`src/assert_macros.svh`:
```
// Shared assertion macros, clocked on clk and disabled while rst_n is low.
`ifndef ASSERT_MACROS_SVH
`define ASSERT_MACROS_SVH

// Check a property at every rising edge outside reset.
`define ASSERT_CLK(label, prop, msg) \
  label: assert property (@(posedge clk) disable iff (!rst_n) (prop)) else $error(msg);

// Check that an antecedent implies a consequent in the next cycle.
`define ASSERT_NEXT(label, ante, cons, msg) \
  label: assert property (@(posedge clk) disable iff (!rst_n) (ante) |=> (cons)) \
    else $error(msg);

`endif

```
`src/slcp_pkg.sv`:
```
`default_nettype none

package slcp_pkg;

  localparam int MAX_BYTES = 8;
  localparam int NIBBLES   = 2 * MAX_BYTES;

  localparam int CHAR_W    = 8;
  localparam int STATUS_W  = 3;
  localparam int IDENT_W   = 32;
  localparam int LENGTH_W  = 4;
  localparam int PAYLOAD_W = 64;

  localparam logic [CHAR_W-1:0] CH_CR     = 8'h0D;
  localparam logic [CHAR_W-1:0] CH_LO_T   = 8'h74;
  localparam logic [CHAR_W-1:0] CH_UP_T   = 8'h54;
  localparam logic [CHAR_W-1:0] CH_LO_R   = 8'h72;
  localparam logic [CHAR_W-1:0] CH_UP_R   = 8'h52;
  localparam logic [CHAR_W-1:0] CH_ZERO   = 8'h30;
  localparam logic [CHAR_W-1:0] CH_NINE   = 8'h39;
  localparam logic [CHAR_W-1:0] CH_UP_A   = 8'h41;
  localparam logic [CHAR_W-1:0] CH_UP_F   = 8'h46;
  localparam logic [CHAR_W-1:0] CASE_FOLD = 8'hDF;

  // Digit value 0..15, HEX_BAD for a character that is not hex.
  localparam logic [4:0] HEX_BAD = 5'd16;

  typedef enum logic [STATUS_W-1:0] {
    ST_OK       = 3'd0,
    ST_BAD_TYPE = 3'd1,
    ST_BAD_ID   = 3'd2,
    ST_BAD_LEN  = 3'd3,
    ST_BAD_DATA = 3'd4,
    ST_BAD_TERM = 3'd5
  } status_t;

  typedef struct packed {
    status_t                status;
    logic                   extended;
    logic                   remote;
    logic [IDENT_W-1:0]     ident;
    logic [LENGTH_W-1:0]    length;
    logic [PAYLOAD_W-1:0]   payload;
  } frame_t;

  function automatic logic [4:0] hex_value(input logic [CHAR_W-1:0] c);
    logic [CHAR_W-1:0] u;
    logic [CHAR_W-1:0] d;
    u = c & CASE_FOLD;
    if (c >= CH_ZERO && c <= CH_NINE) begin
      d = c - CH_ZERO;
      return d[4:0];
    end
    if (u >= CH_UP_A && u <= CH_UP_F) begin
      d = u - CH_UP_A + 8'd10;
      return d[4:0];
    end
    return HEX_BAD;
  endfunction

endpackage

`default_nettype wire

```
`src/slcp_char_if.sv`:
```
`default_nettype none

interface slcp_char_if;
  logic                          valid;
  logic                          ready;
  logic [slcp_pkg::CHAR_W-1:0]   char_in;

  modport source (output valid, output char_in, input ready);
  modport sink   (input valid, input char_in, output ready);
endinterface

`default_nettype wire

```
`src/slcp_frame_if.sv`:
```
`default_nettype none

interface slcp_frame_if;
  logic                             valid;
  logic                             ready;
  logic [slcp_pkg::STATUS_W-1:0]    status;
  logic                             extended;
  logic                             remote;
  logic [slcp_pkg::IDENT_W-1:0]     ident;
  logic [slcp_pkg::LENGTH_W-1:0]    length;
  logic [slcp_pkg::PAYLOAD_W-1:0]   payload;

  modport source (output valid, output status, output extended, output remote,
                  output ident, output length, output payload, input ready);
  modport sink   (input valid, input status, input extended, input remote,
                  input ident, input length, input payload, output ready);
endinterface

`default_nettype wire

```
`src/slcan_ascii_frame_parser_unit.sv`:
```
// A frame appears on out_ch the cycle after its carriage return is accepted,
// later when it lands in the skid entry behind a frame that out_ch has not taken.
// Throughput: one character per cycle while in_ch is ready; the line state registers update in a single pass.
// A two-entry output buffer (result register plus skid) keeps in_ch ready while a
// result waits; in_ch stalls only when both entries are full.
// Reset: synchronous, active low; clears the line state and empties both output entries.
`default_nettype none

`include "assert_macros.svh"

module slcan_ascii_frame_parser_unit (
  input  wire               clk,
  input  wire               rst_n,
  slcp_char_if.sink         in_ch,
  slcp_frame_if.source      out_ch
);

  typedef enum logic [2:0] {
    PH_TYPE,
    PH_ID,
    PH_LEN,
    PH_DATA,
    PH_TERM,
    PH_DRAIN
  } phase_t;

  phase_t                              phase_r, phase_nxt;
  logic [slcp_pkg::IDENT_W-1:0]        id_accum_r, id_accum_nxt;
  logic [3:0]                          digit_count_r, digit_count_nxt;
  logic [slcp_pkg::LENGTH_W-1:0]       len_r, len_nxt;
  logic [slcp_pkg::PAYLOAD_W-1:0]      data_r, data_nxt;
  logic [4:0]                          nibble_count_r, nibble_count_nxt;
  logic                                flag_ext_r, flag_ext_nxt;
  logic                                flag_rtr_r, flag_rtr_nxt;
  slcp_pkg::status_t                   err_r, err_nxt;

  slcp_pkg::frame_t                    out_r, out_nxt;
  slcp_pkg::frame_t                    skid_r, skid_nxt;
  logic                                out_valid_r, out_valid_nxt;
  logic                                skid_valid_r, skid_valid_nxt;

  slcp_pkg::frame_t                    result;
  logic                                in_acc;
  logic                                push;
  logic                                out_take;
  logic                                is_cr;
  logic [4:0]                          hv;
  logic [4:0]                          nib_inc;
  logic [slcp_pkg::CHAR_W-1:0]         len_char;

  assign in_ch.ready = !skid_valid_r;
  assign in_acc      = in_ch.valid && in_ch.ready;
  assign is_cr       = (in_ch.char_in == slcp_pkg::CH_CR);
  assign push        = in_acc && is_cr;
  assign out_take    = out_valid_r && out_ch.ready;
  assign hv          = slcp_pkg::hex_value(in_ch.char_in);
  assign nib_inc     = nibble_count_r + 5'd1;
  assign len_char    = in_ch.char_in - slcp_pkg::CH_ZERO;

  // Result for a carriage return in the current phase.
  always_comb begin
    result = '0;
    if (err_r != slcp_pkg::ST_OK) begin
      result.status = err_r;
    end else begin
      case (phase_r)
        PH_TYPE: result.status = slcp_pkg::ST_BAD_TYPE;
        PH_ID:   result.status = slcp_pkg::ST_BAD_ID;
        PH_LEN:  result.status = slcp_pkg::ST_BAD_LEN;
        PH_DATA: result.status = slcp_pkg::ST_BAD_DATA;
        default: begin
          result.status   = slcp_pkg::ST_OK;
          result.extended = flag_ext_r;
          result.remote   = flag_rtr_r;
          result.ident    = id_accum_r;
          result.length   = len_r;
          result.payload  = data_r;
        end
      endcase
    end
  end

  // Line state update.
  always_comb begin
    phase_nxt        = phase_r;
    id_accum_nxt     = id_accum_r;
    digit_count_nxt  = digit_count_r;
    len_nxt          = len_r;
    data_nxt         = data_r;
    nibble_count_nxt = nibble_count_r;
    flag_ext_nxt     = flag_ext_r;
    flag_rtr_nxt     = flag_rtr_r;
    err_nxt          = err_r;
    if (in_acc) begin
      if (is_cr) begin
        // End of line: return to the idle line state.
        phase_nxt        = PH_TYPE;
        id_accum_nxt     = '0;
        digit_count_nxt  = '0;
        len_nxt          = '0;
        data_nxt         = '0;
        nibble_count_nxt = '0;
        flag_ext_nxt     = 1'b0;
        flag_rtr_nxt     = 1'b0;
        err_nxt          = slcp_pkg::ST_OK;
      end else begin
        case (phase_r)
          PH_TYPE: begin
            if (in_ch.char_in inside {slcp_pkg::CH_LO_T, slcp_pkg::CH_UP_T,
                                      slcp_pkg::CH_LO_R, slcp_pkg::CH_UP_R}) begin
              flag_ext_nxt = (in_ch.char_in == slcp_pkg::CH_UP_T) ||
                             (in_ch.char_in == slcp_pkg::CH_UP_R);
              flag_rtr_nxt = (in_ch.char_in == slcp_pkg::CH_LO_R) ||
                             (in_ch.char_in == slcp_pkg::CH_UP_R);
              phase_nxt    = PH_ID;
            end else begin
              err_nxt   = slcp_pkg::ST_BAD_TYPE;
              phase_nxt = PH_DRAIN;
            end
          end
          PH_ID: begin
            if (hv == slcp_pkg::HEX_BAD) begin
              err_nxt   = slcp_pkg::ST_BAD_ID;
              phase_nxt = PH_DRAIN;
            end else begin
              id_accum_nxt    = {id_accum_r[slcp_pkg::IDENT_W-5:0], hv[3:0]};
              digit_count_nxt = digit_count_r + 4'd1;
              if (digit_count_nxt >= (flag_ext_r ? 4'd8 : 4'd3)) begin
                phase_nxt = PH_LEN;
              end
            end
          end
          PH_LEN: begin
            if (in_ch.char_in >= slcp_pkg::CH_ZERO &&
                len_char <= slcp_pkg::CHAR_W'(slcp_pkg::MAX_BYTES)) begin
              len_nxt   = len_char[slcp_pkg::LENGTH_W-1:0];
              phase_nxt = (flag_rtr_r || len_nxt == '0) ? PH_TERM : PH_DATA;
            end else begin
              err_nxt   = slcp_pkg::ST_BAD_LEN;
              phase_nxt = PH_DRAIN;
            end
          end
          PH_DATA: begin
            if (hv == slcp_pkg::HEX_BAD ||
                nibble_count_r >= 5'(slcp_pkg::NIBBLES)) begin
              err_nxt   = slcp_pkg::ST_BAD_DATA;
              phase_nxt = PH_DRAIN;
            end else begin
              // High nibble of each byte first.
              for (int i = 0; i < slcp_pkg::NIBBLES; i++) begin
                if (nibble_count_r == 5'(i)) begin
                  data_nxt[(i >> 1) * 8 + (((i & 1) == 1) ? 0 : 4) +: 4] = hv[3:0];
                end
              end
              nibble_count_nxt = nib_inc;
              if (nib_inc >= {len_r, 1'b0}) begin
                phase_nxt = PH_TERM;
              end
            end
          end
          PH_TERM: begin
            err_nxt   = slcp_pkg::ST_BAD_TERM;
            phase_nxt = PH_DRAIN;
          end
          default: begin
            // Drain: drop characters until the carriage return.
          end
        endcase
      end
    end
  end

  // Result register and skid entry.
  always_comb begin
    out_nxt        = out_r;
    skid_nxt       = skid_r;
    out_valid_nxt  = out_valid_r;
    skid_valid_nxt = skid_valid_r;
    if (skid_valid_r) begin
      if (out_take) begin
        out_nxt        = skid_r;
        skid_valid_nxt = 1'b0;
      end
    end else if (push) begin
      if (!out_valid_r || out_take) begin
        out_nxt       = result;
        out_valid_nxt = 1'b1;
      end else begin
        skid_nxt       = result;
        skid_valid_nxt = 1'b1;
      end
    end else if (out_take) begin
      out_valid_nxt = 1'b0;
    end
  end

  always_ff @(posedge clk) begin
    if (!rst_n) begin
      phase_r        <= PH_TYPE;
      id_accum_r     <= '0;
      digit_count_r  <= '0;
      len_r          <= '0;
      data_r         <= '0;
      nibble_count_r <= '0;
      flag_ext_r     <= 1'b0;
      flag_rtr_r     <= 1'b0;
      err_r          <= slcp_pkg::ST_OK;
      out_valid_r    <= 1'b0;
      skid_valid_r   <= 1'b0;
    end else begin
      phase_r        <= phase_nxt;
      id_accum_r     <= id_accum_nxt;
      digit_count_r  <= digit_count_nxt;
      len_r          <= len_nxt;
      data_r         <= data_nxt;
      nibble_count_r <= nibble_count_nxt;
      flag_ext_r     <= flag_ext_nxt;
      flag_rtr_r     <= flag_rtr_nxt;
      err_r          <= err_nxt;
      out_valid_r    <= out_valid_nxt;
      skid_valid_r   <= skid_valid_nxt;
    end
    out_r  <= out_nxt;
    skid_r <= skid_nxt;
  end

  assign out_ch.valid    = out_valid_r;
  assign out_ch.status   = out_r.status;
  assign out_ch.extended = out_r.extended;
  assign out_ch.remote   = out_r.remote;
  assign out_ch.ident    = out_r.ident;
  assign out_ch.length   = out_r.length;
  assign out_ch.payload  = out_r.payload;

  `ASSERT_CLK(a_skid_behind_out, !skid_valid_r || out_valid_r,
              "skid entry valid while result register empty")
  `ASSERT_NEXT(a_cr_gives_result, push, out_valid_r,
               "carriage return did not produce a result")
  `ASSERT_CLK(a_drain_has_error, phase_r != PH_DRAIN || err_r != slcp_pkg::ST_OK,
              "drain phase without a recorded error")
  `ASSERT_CLK(a_error_fields_zero,
              !out_valid_r || out_r.status == slcp_pkg::ST_OK ||
              (out_r.ident == '0 && out_r.payload == '0 && out_r.length == '0),
              "error result carries nonzero frame fields")

endmodule

`default_nettype wire

```
`src/flat_wrapper.sv`:
```
// flat-port wrapper written by rule: the top's interface ports become plain ports
module slcan_ascii_frame_parser_unit_flat 
  (clk, rst_n, in_ch_valid, in_ch_char_in, in_ch_ready, out_ch_valid, out_ch_status, out_ch_extended, out_ch_remote, out_ch_ident, out_ch_length, out_ch_payload, out_ch_ready);
  slcp_char_if in_ch_i ();
  slcp_frame_if out_ch_i ();
  input  wire clk;
  input  wire rst_n;
  input wire logic [$bits(in_ch_i.valid)-1:0] in_ch_valid;
  input wire logic [$bits(in_ch_i.char_in)-1:0] in_ch_char_in;
  output wire logic [$bits(in_ch_i.ready)-1:0] in_ch_ready;
  output wire logic [$bits(out_ch_i.valid)-1:0] out_ch_valid;
  output wire logic [$bits(out_ch_i.status)-1:0] out_ch_status;
  output wire logic [$bits(out_ch_i.extended)-1:0] out_ch_extended;
  output wire logic [$bits(out_ch_i.remote)-1:0] out_ch_remote;
  output wire logic [$bits(out_ch_i.ident)-1:0] out_ch_ident;
  output wire logic [$bits(out_ch_i.length)-1:0] out_ch_length;
  output wire logic [$bits(out_ch_i.payload)-1:0] out_ch_payload;
  input wire logic [$bits(out_ch_i.ready)-1:0] out_ch_ready;
  assign in_ch_i.valid = in_ch_valid;
  assign in_ch_i.char_in = in_ch_char_in;
  assign in_ch_ready = in_ch_i.ready;
  assign out_ch_valid = out_ch_i.valid;
  assign out_ch_status = out_ch_i.status;
  assign out_ch_extended = out_ch_i.extended;
  assign out_ch_remote = out_ch_i.remote;
  assign out_ch_ident = out_ch_i.ident;
  assign out_ch_length = out_ch_i.length;
  assign out_ch_payload = out_ch_i.payload;
  assign out_ch_i.ready = out_ch_ready;
  slcan_ascii_frame_parser_unit u_core (.clk(clk), .rst_n(rst_n), .in_ch(in_ch_i), .out_ch(out_ch_i));
endmodule
```
`config.mk`:
```
export PLATFORM = sky130hd
export DESIGN_NAME = slcan_ascii_frame_parser_unit_flat
export DESIGN_NICKNAME = d
export VERILOG_FILES = /design/src/slcp_pkg.sv /design/src/slcp_char_if.sv /design/src/slcp_frame_if.sv /design/src/slcan_ascii_frame_parser_unit.sv /design/src/flat_wrapper.sv
export VERILOG_INCLUDE_DIRS = /design/src /design/src/src
export SDC_FILE = /design/constraint.sdc
export NUM_CORES = 1
export LEC_CHECK = 0
export ABC_AREA = 1
export ABC_CLOCK_PERIOD_IN_PS = 7590
export BUFFER_PORTS_ARGS = -buffer_cell sky130_fd_sc_hd__buf_4
export CORE_MARGIN = 2
export CORE_UTILIZATION = 42
export CTS_BUF_LIST = sky130_fd_sc_hd__clkbuf_8
export DETAILED_ROUTE_END_ITERATION = 16
export GPL_TIMING_DRIVEN = 0
export PLACE_DENSITY = 0.56
export SYNTH_ARGS = -nofsm -noshare
export SYNTH_HDL_FRONTEND = slang
export SYNTH_SLANG_ARGS = --single-unit
```
`constraint.sdc`:
```
create_clock -name clk -period 7.59 [get_ports clk]
set_input_delay 0.3795 -clock clk [delete_from_list [all_inputs] [get_ports clk]]
set_output_delay 0.3795 -clock clk [all_outputs]
set_load 0.02 [all_outputs]
```
Yosys cells after proc, flatten, opt, wreduce, memory -nomap -nowiden
Cells that the tools add are included.
Word-level totals
  register bits: 329
  input bits: 12
  logic and storage cells: 233
Operators by class
  add/sub/neg operators: 5
  magnitude comparators: 8
  equal/unequal tests: 35
  muxes and demuxes: 75
  bitwise gates (word level): 2
  reductions and logical operators: 70
Operators with widths (number)
  $mux W105: 4
  $mux W102: 2
  $mux W64: 3
  $mux W32: 3
  $mux W4: 23
  $reduce_and A4 Y1: 17
  $reduce_bool A2 Y1: 25
  $mux W3: 14
  $eq A5 B4 Y1 const B: 8
  $mux W5: 7
  $eq A8 B7 Y1 const B: 4
  $pmux W3 S5: 2
  $reduce_and A3 Y1: 7
  $eq A5 B3 Y1 const B: 4
  $mux W1: 16
  $pmux W3 S4: 1
  $eq A5 B2 Y1 const B: 2
  $eq A8 B4 Y1 const B: 1
  $ge A8 B6 Y1 const B: 1
  $ge A8 B7 Y1 const B: 1
  $le A8 B4 Y1 const B: 1
  $le A8 B6 Y1 const B: 1
  $le A8 B7 Y1 const B: 1
  $ne A4 B1 Y1 const B: 2
  29 further kinds: 45

Depth between registers and ports, before layout
  depth after elaboration: 11
  mapped depth: 18
  depth with buffers taken out: 17

Worst setup path before layout
Ideal clock, no wire load.
  kind: input to register
  from: input port in_ch_char_in[1]
  to: register u_core.out_r (netlist bit u_core.out_ch.extended), enable pin
  library setup time: 0.604 ns
  data arrival time: 6.368 ns
  required time: 6.986 ns
  path slack: 0.618 ns
  stages: 9
  cell sequence: inv_1 -> ha_1 -> nand3_1 -> nor2_2 -> nand2_1 -> buf_4 -> inv_1 -> a31oi_1 -> a21oi_1
Between the ends
  cells in the longest elaborated chain, start to end: 4
RTL lines
  start: declaration: RTL line flat_wrapper.sv:9  | input wire logic [$bits(in_ch_i.char_in)-1:0] in_ch_char_in;
  $eq A8 B4 Y1: RTL line slcan_ascii_frame_parser_unit.sv:53  | assign is_cr = (in_ch.char_in == slcp_pkg::CH_CR);
  $logic_and A1 B1 Y1: RTL line slcan_ascii_frame_parser_unit.sv:54  | assign push = in_acc && is_cr;
  $reduce_bool A2 Y1 (no source line)
  $reduce_and A3 Y1 (no source line)
  end signal: assignment: RTL line slcan_ascii_frame_parser_unit.sv:223  | out_r <= out_nxt;
  end: declaration: RTL line slcan_ascii_frame_parser_unit.sv:37  | slcp_pkg::frame_t out_r, out_nxt;
Every way passes these cells.
A chain may end at the register's enable or synchronous reset.

Final worst setup path
  from: register u_core.skid_valid_r
  to: register u_core.out_r (netlist bit u_core.out_ch.payload[24]), enable pin
Between the ends
  cells in the longest elaborated chain, start to end: 5
RTL lines
  start: declaration: RTL line slcan_ascii_frame_parser_unit.sv:40  | logic skid_valid_r, skid_valid_nxt;
  start signal: assignment: RTL line slcan_ascii_frame_parser_unit.sv:221  | skid_valid_r <= skid_valid_nxt;
  $logic_not A1 Y1: RTL line slcan_ascii_frame_parser_unit.sv:51  | assign in_ch.ready = !skid_valid_r;
  $logic_and A1 B1 Y1: RTL line slcan_ascii_frame_parser_unit.sv:52  | assign in_acc = in_ch.valid && in_ch.ready;
  $logic_and A1 B1 Y1: RTL line slcan_ascii_frame_parser_unit.sv:54
  $reduce_bool A2 Y1 (no source line)
  $reduce_and A3 Y1 (no source line) *
Every way passes the cells marked *; elsewhere a longest branch is shown, timed or not.

==> out/metrics.cfg <==
[status]
outcome = completed

[synthesis]
muxShareOfSynthArea = 0
synth-simple-area-share = 0.251
yosysMostFrequentCell = nand2_1
yosysTopAreaCell = edfxtp_1
synth_area_um2 = 13900
synth_ff_type = edfxtp_1
synth-compound-area-share = 0.0613
synth.avg_cell_area_um2 = 9.09
yosys.area_share.xor_xnor = 0.00251
ys_types = 40
synthCells = 1532
yosysSeqAreaShare = 0.624
synthArstFlopShare = 0
synth_fa_ha_area_frac = 0.0153
yosys.area.top_type_share = 0.453
yosysWarnings = 0
synth_enable_flop_cells = 210
syn-num-nets = 1561
synth_top_family_by_area = simple AND/OR/NAND/NOR gates
synth_area_leaders = edfxtp_1, dfxtp_1, nand2_1
synth_common_cells = nand2_1, edfxtp_1, nor2_1
ys_seq_elements = 329

[power_and_ir_drop]
leakage_nw = 6.33
irDropWorstVdd_mv = 0.113
p_per_area_nw_per_um2 = 210

[placement]
place_ws_ns = 4.44
gp_congestion = 0.946
dpl.cell_count = 2094
hpwlAfterDp_mm = 23.0
io_buffer_count = 116

[global_routing]
grt_pass1_wl_mm = 53.4
antenna_found_initial = 0
grt_max_degree = 65
grt-ovfl-total = 0
track_usage = 0.198
grt_pass1_vias = 10100

[setup_path]
crit_type = register to register
end_kind = register
timing.critical_path.required_ns = 7.86
cp_max_fo = 31
crit_arrival_ns = 3.38
start_kind = register

[sta]
timing.hold.ws_ns = 0.0733
slew_headroom = 0.318
fin_ws_ns = 4.48
grt_setup_unrepaired = no
period_share = 0.409
hold_violations = 0
finalCriticalPeriod_ns = 3.11
finalSetupViolations = 0
skew_ns = 0.0139
slew_viol_final = 0
max_freq_mhz = 322
worst_slew_pin_slew_ns = 1.02

[floorplanning]
core-area_um2 = 32600
ios = 119
num_rows = 66
die_h_um = 186
fp.dieW_um = 186
initial_core_util = 0.427
die_area_um2 = 34600

[clock_tree]
clkTransAtPathRegs_ns = 0.06
h-tree-depth = 2
post_cts_buffers = 0
cts_sinks = 329
cts_resized = 0
clockBufferDepth = 3
cts-root-buf = clkbuf_8
cts_tree = yes
clock_latency_ns = 0.59
postCtsHoldBufs = 0
cts_buffers = 54

[drt]
via_count = 10500
totalWireLength_mm = 33.7
via_per_inst = 4.77
dr.pass1.iters = 5
wl_per_cell_um = 15.3
drc = 0
drt_iter0_markers = 783
postRouteAntennaNets = 0

[cells_and_area]
fin_util = 0.503
fillerInstances = 3144
seq_area_um2 = 8690
syn_to_final_growth_pct = 17.8
diodes = 0
layout-drive-gt1-share = 0.144
fin_nets = 1737
final_cells = 2194
multi_input_area_um2 = 4610

[worst_hold_path]
worstHoldPathType = input pin to register

[flow_run]
max_cap_violations = 0

==> registers in the layout, summed over array words and instances, names as in the netlist, 3 cells and up <==
signal and count:
u_core.id_accum_r 32, u_core.out_ch.length 4, u_core.skid_r 105, u_core.err_r 3, u_core.out_ch.payload 64, u_core.phase_r 3
u_core.nibble_count_r 5, u_core.out_ch.status 3, u_core.digit_count_r 4, u_core.data_r 64, u_core.out_ch.ident 32, u_core.len_r 4
==> power breakdown <==
group	leakage (nW)	internal, mW	switching, mW	total [mW]
registers	2.90	1.89	0.00395	1.89
logic	2.87	0.0357	0.127	0.163
clock network	0.564	0.683	0.703	1.39
==> kinds of logic after synthesis <==
logic type | Yosys count
AND/OR/NAND/NOR | 863
flip-flops | 329
buffers and inverters | 158
adder cells (fa/ha/maj) | 17
AO/OA/AOI/OAI | 161
XOR/XNOR | 4
==> cell type report <==
type	instances	area share
Inverter	81	0.0189
Buffer	77	0.0207
Multi-Input combinational cell	1045	0.281
Timing Repair Buffer	120	0.0584
Clock buffer	56	0.0470
Tap cell	442	0.0337
Sequential cell	329	0.529
Clock inverter	44	0.0111
==> path summary, 6_finish.rpt <==
path	startpoint	end	slack [ns]	cells after the start
hold reg to reg	u_core.data_r[18]	u_core.data_r[18]	0.46	2
setup reg to reg	u_core.skid_valid_r	u_core.out_ch.payload[24]	4.48	11
setup / recovery	u_core.skid_valid_r	u_core.out_ch.payload[24]	4.48	11
hold / removal	in_ch_char_in[5]	u_core.flag_ext_r	0.07	3
==> cell usage in the layout (no fill, tap or decap), types with 4 or more instances in the layout <==
master    instances
nand2_1         577
edfxtp_1        210
nor2_1          194
buf_4           120
dfxtp_1         119
a21oi_1          91
inv_1            88
clkbuf_8         56
clkbuf_1         52
o21ai_0          48
nand3_1          39
clkinv_1         20
nand4_1          18
ha_1             17
nand2_2          12
buf_2            11
nor2_2            9
clkinv_2          8
buf_1             7
o21ai_1           7
inv_2             5
nand2_4           4
==> stage by stage <==
stage / instance area [µm²] / total power [mW] / setup TNS [ns]
after floorplan: 13900 / 2.03 / 0
after global placement: 15400 / 2.09 / -188.49
after detailed placement: 15500 / 2.09 / 0
after CTS: 16400 / 3.48 / 0
after global routing: 16400 / 3.58 / 0
final: 16400 / 3.44 / 0
==> metal layers <==
layer  vias to the layer above  GRT usage  share of wire
li1                       5346          -              -
met4                         0     0.0554          0.019
met1                      4820      0.290           0.49
met2                       241      0.299           0.43
met5                         -          0              0
met3                        55     0.0387          0.058
==> worst max-delay path, stage by stage, from the launching register on <==
cell and delay (ns):
dfxtp_1 0.30, buf_2 0.24, inv_2 0.32, nand2_2 0.18, inv_1 0.15, nand2_1 0.09, buf_4 0.20, inv_1 0.09
a31oi_1 0.06, a21oi_4 0.60, buf_12 0.28, buf_12 0.22
(Power assumes the default switching activity.)
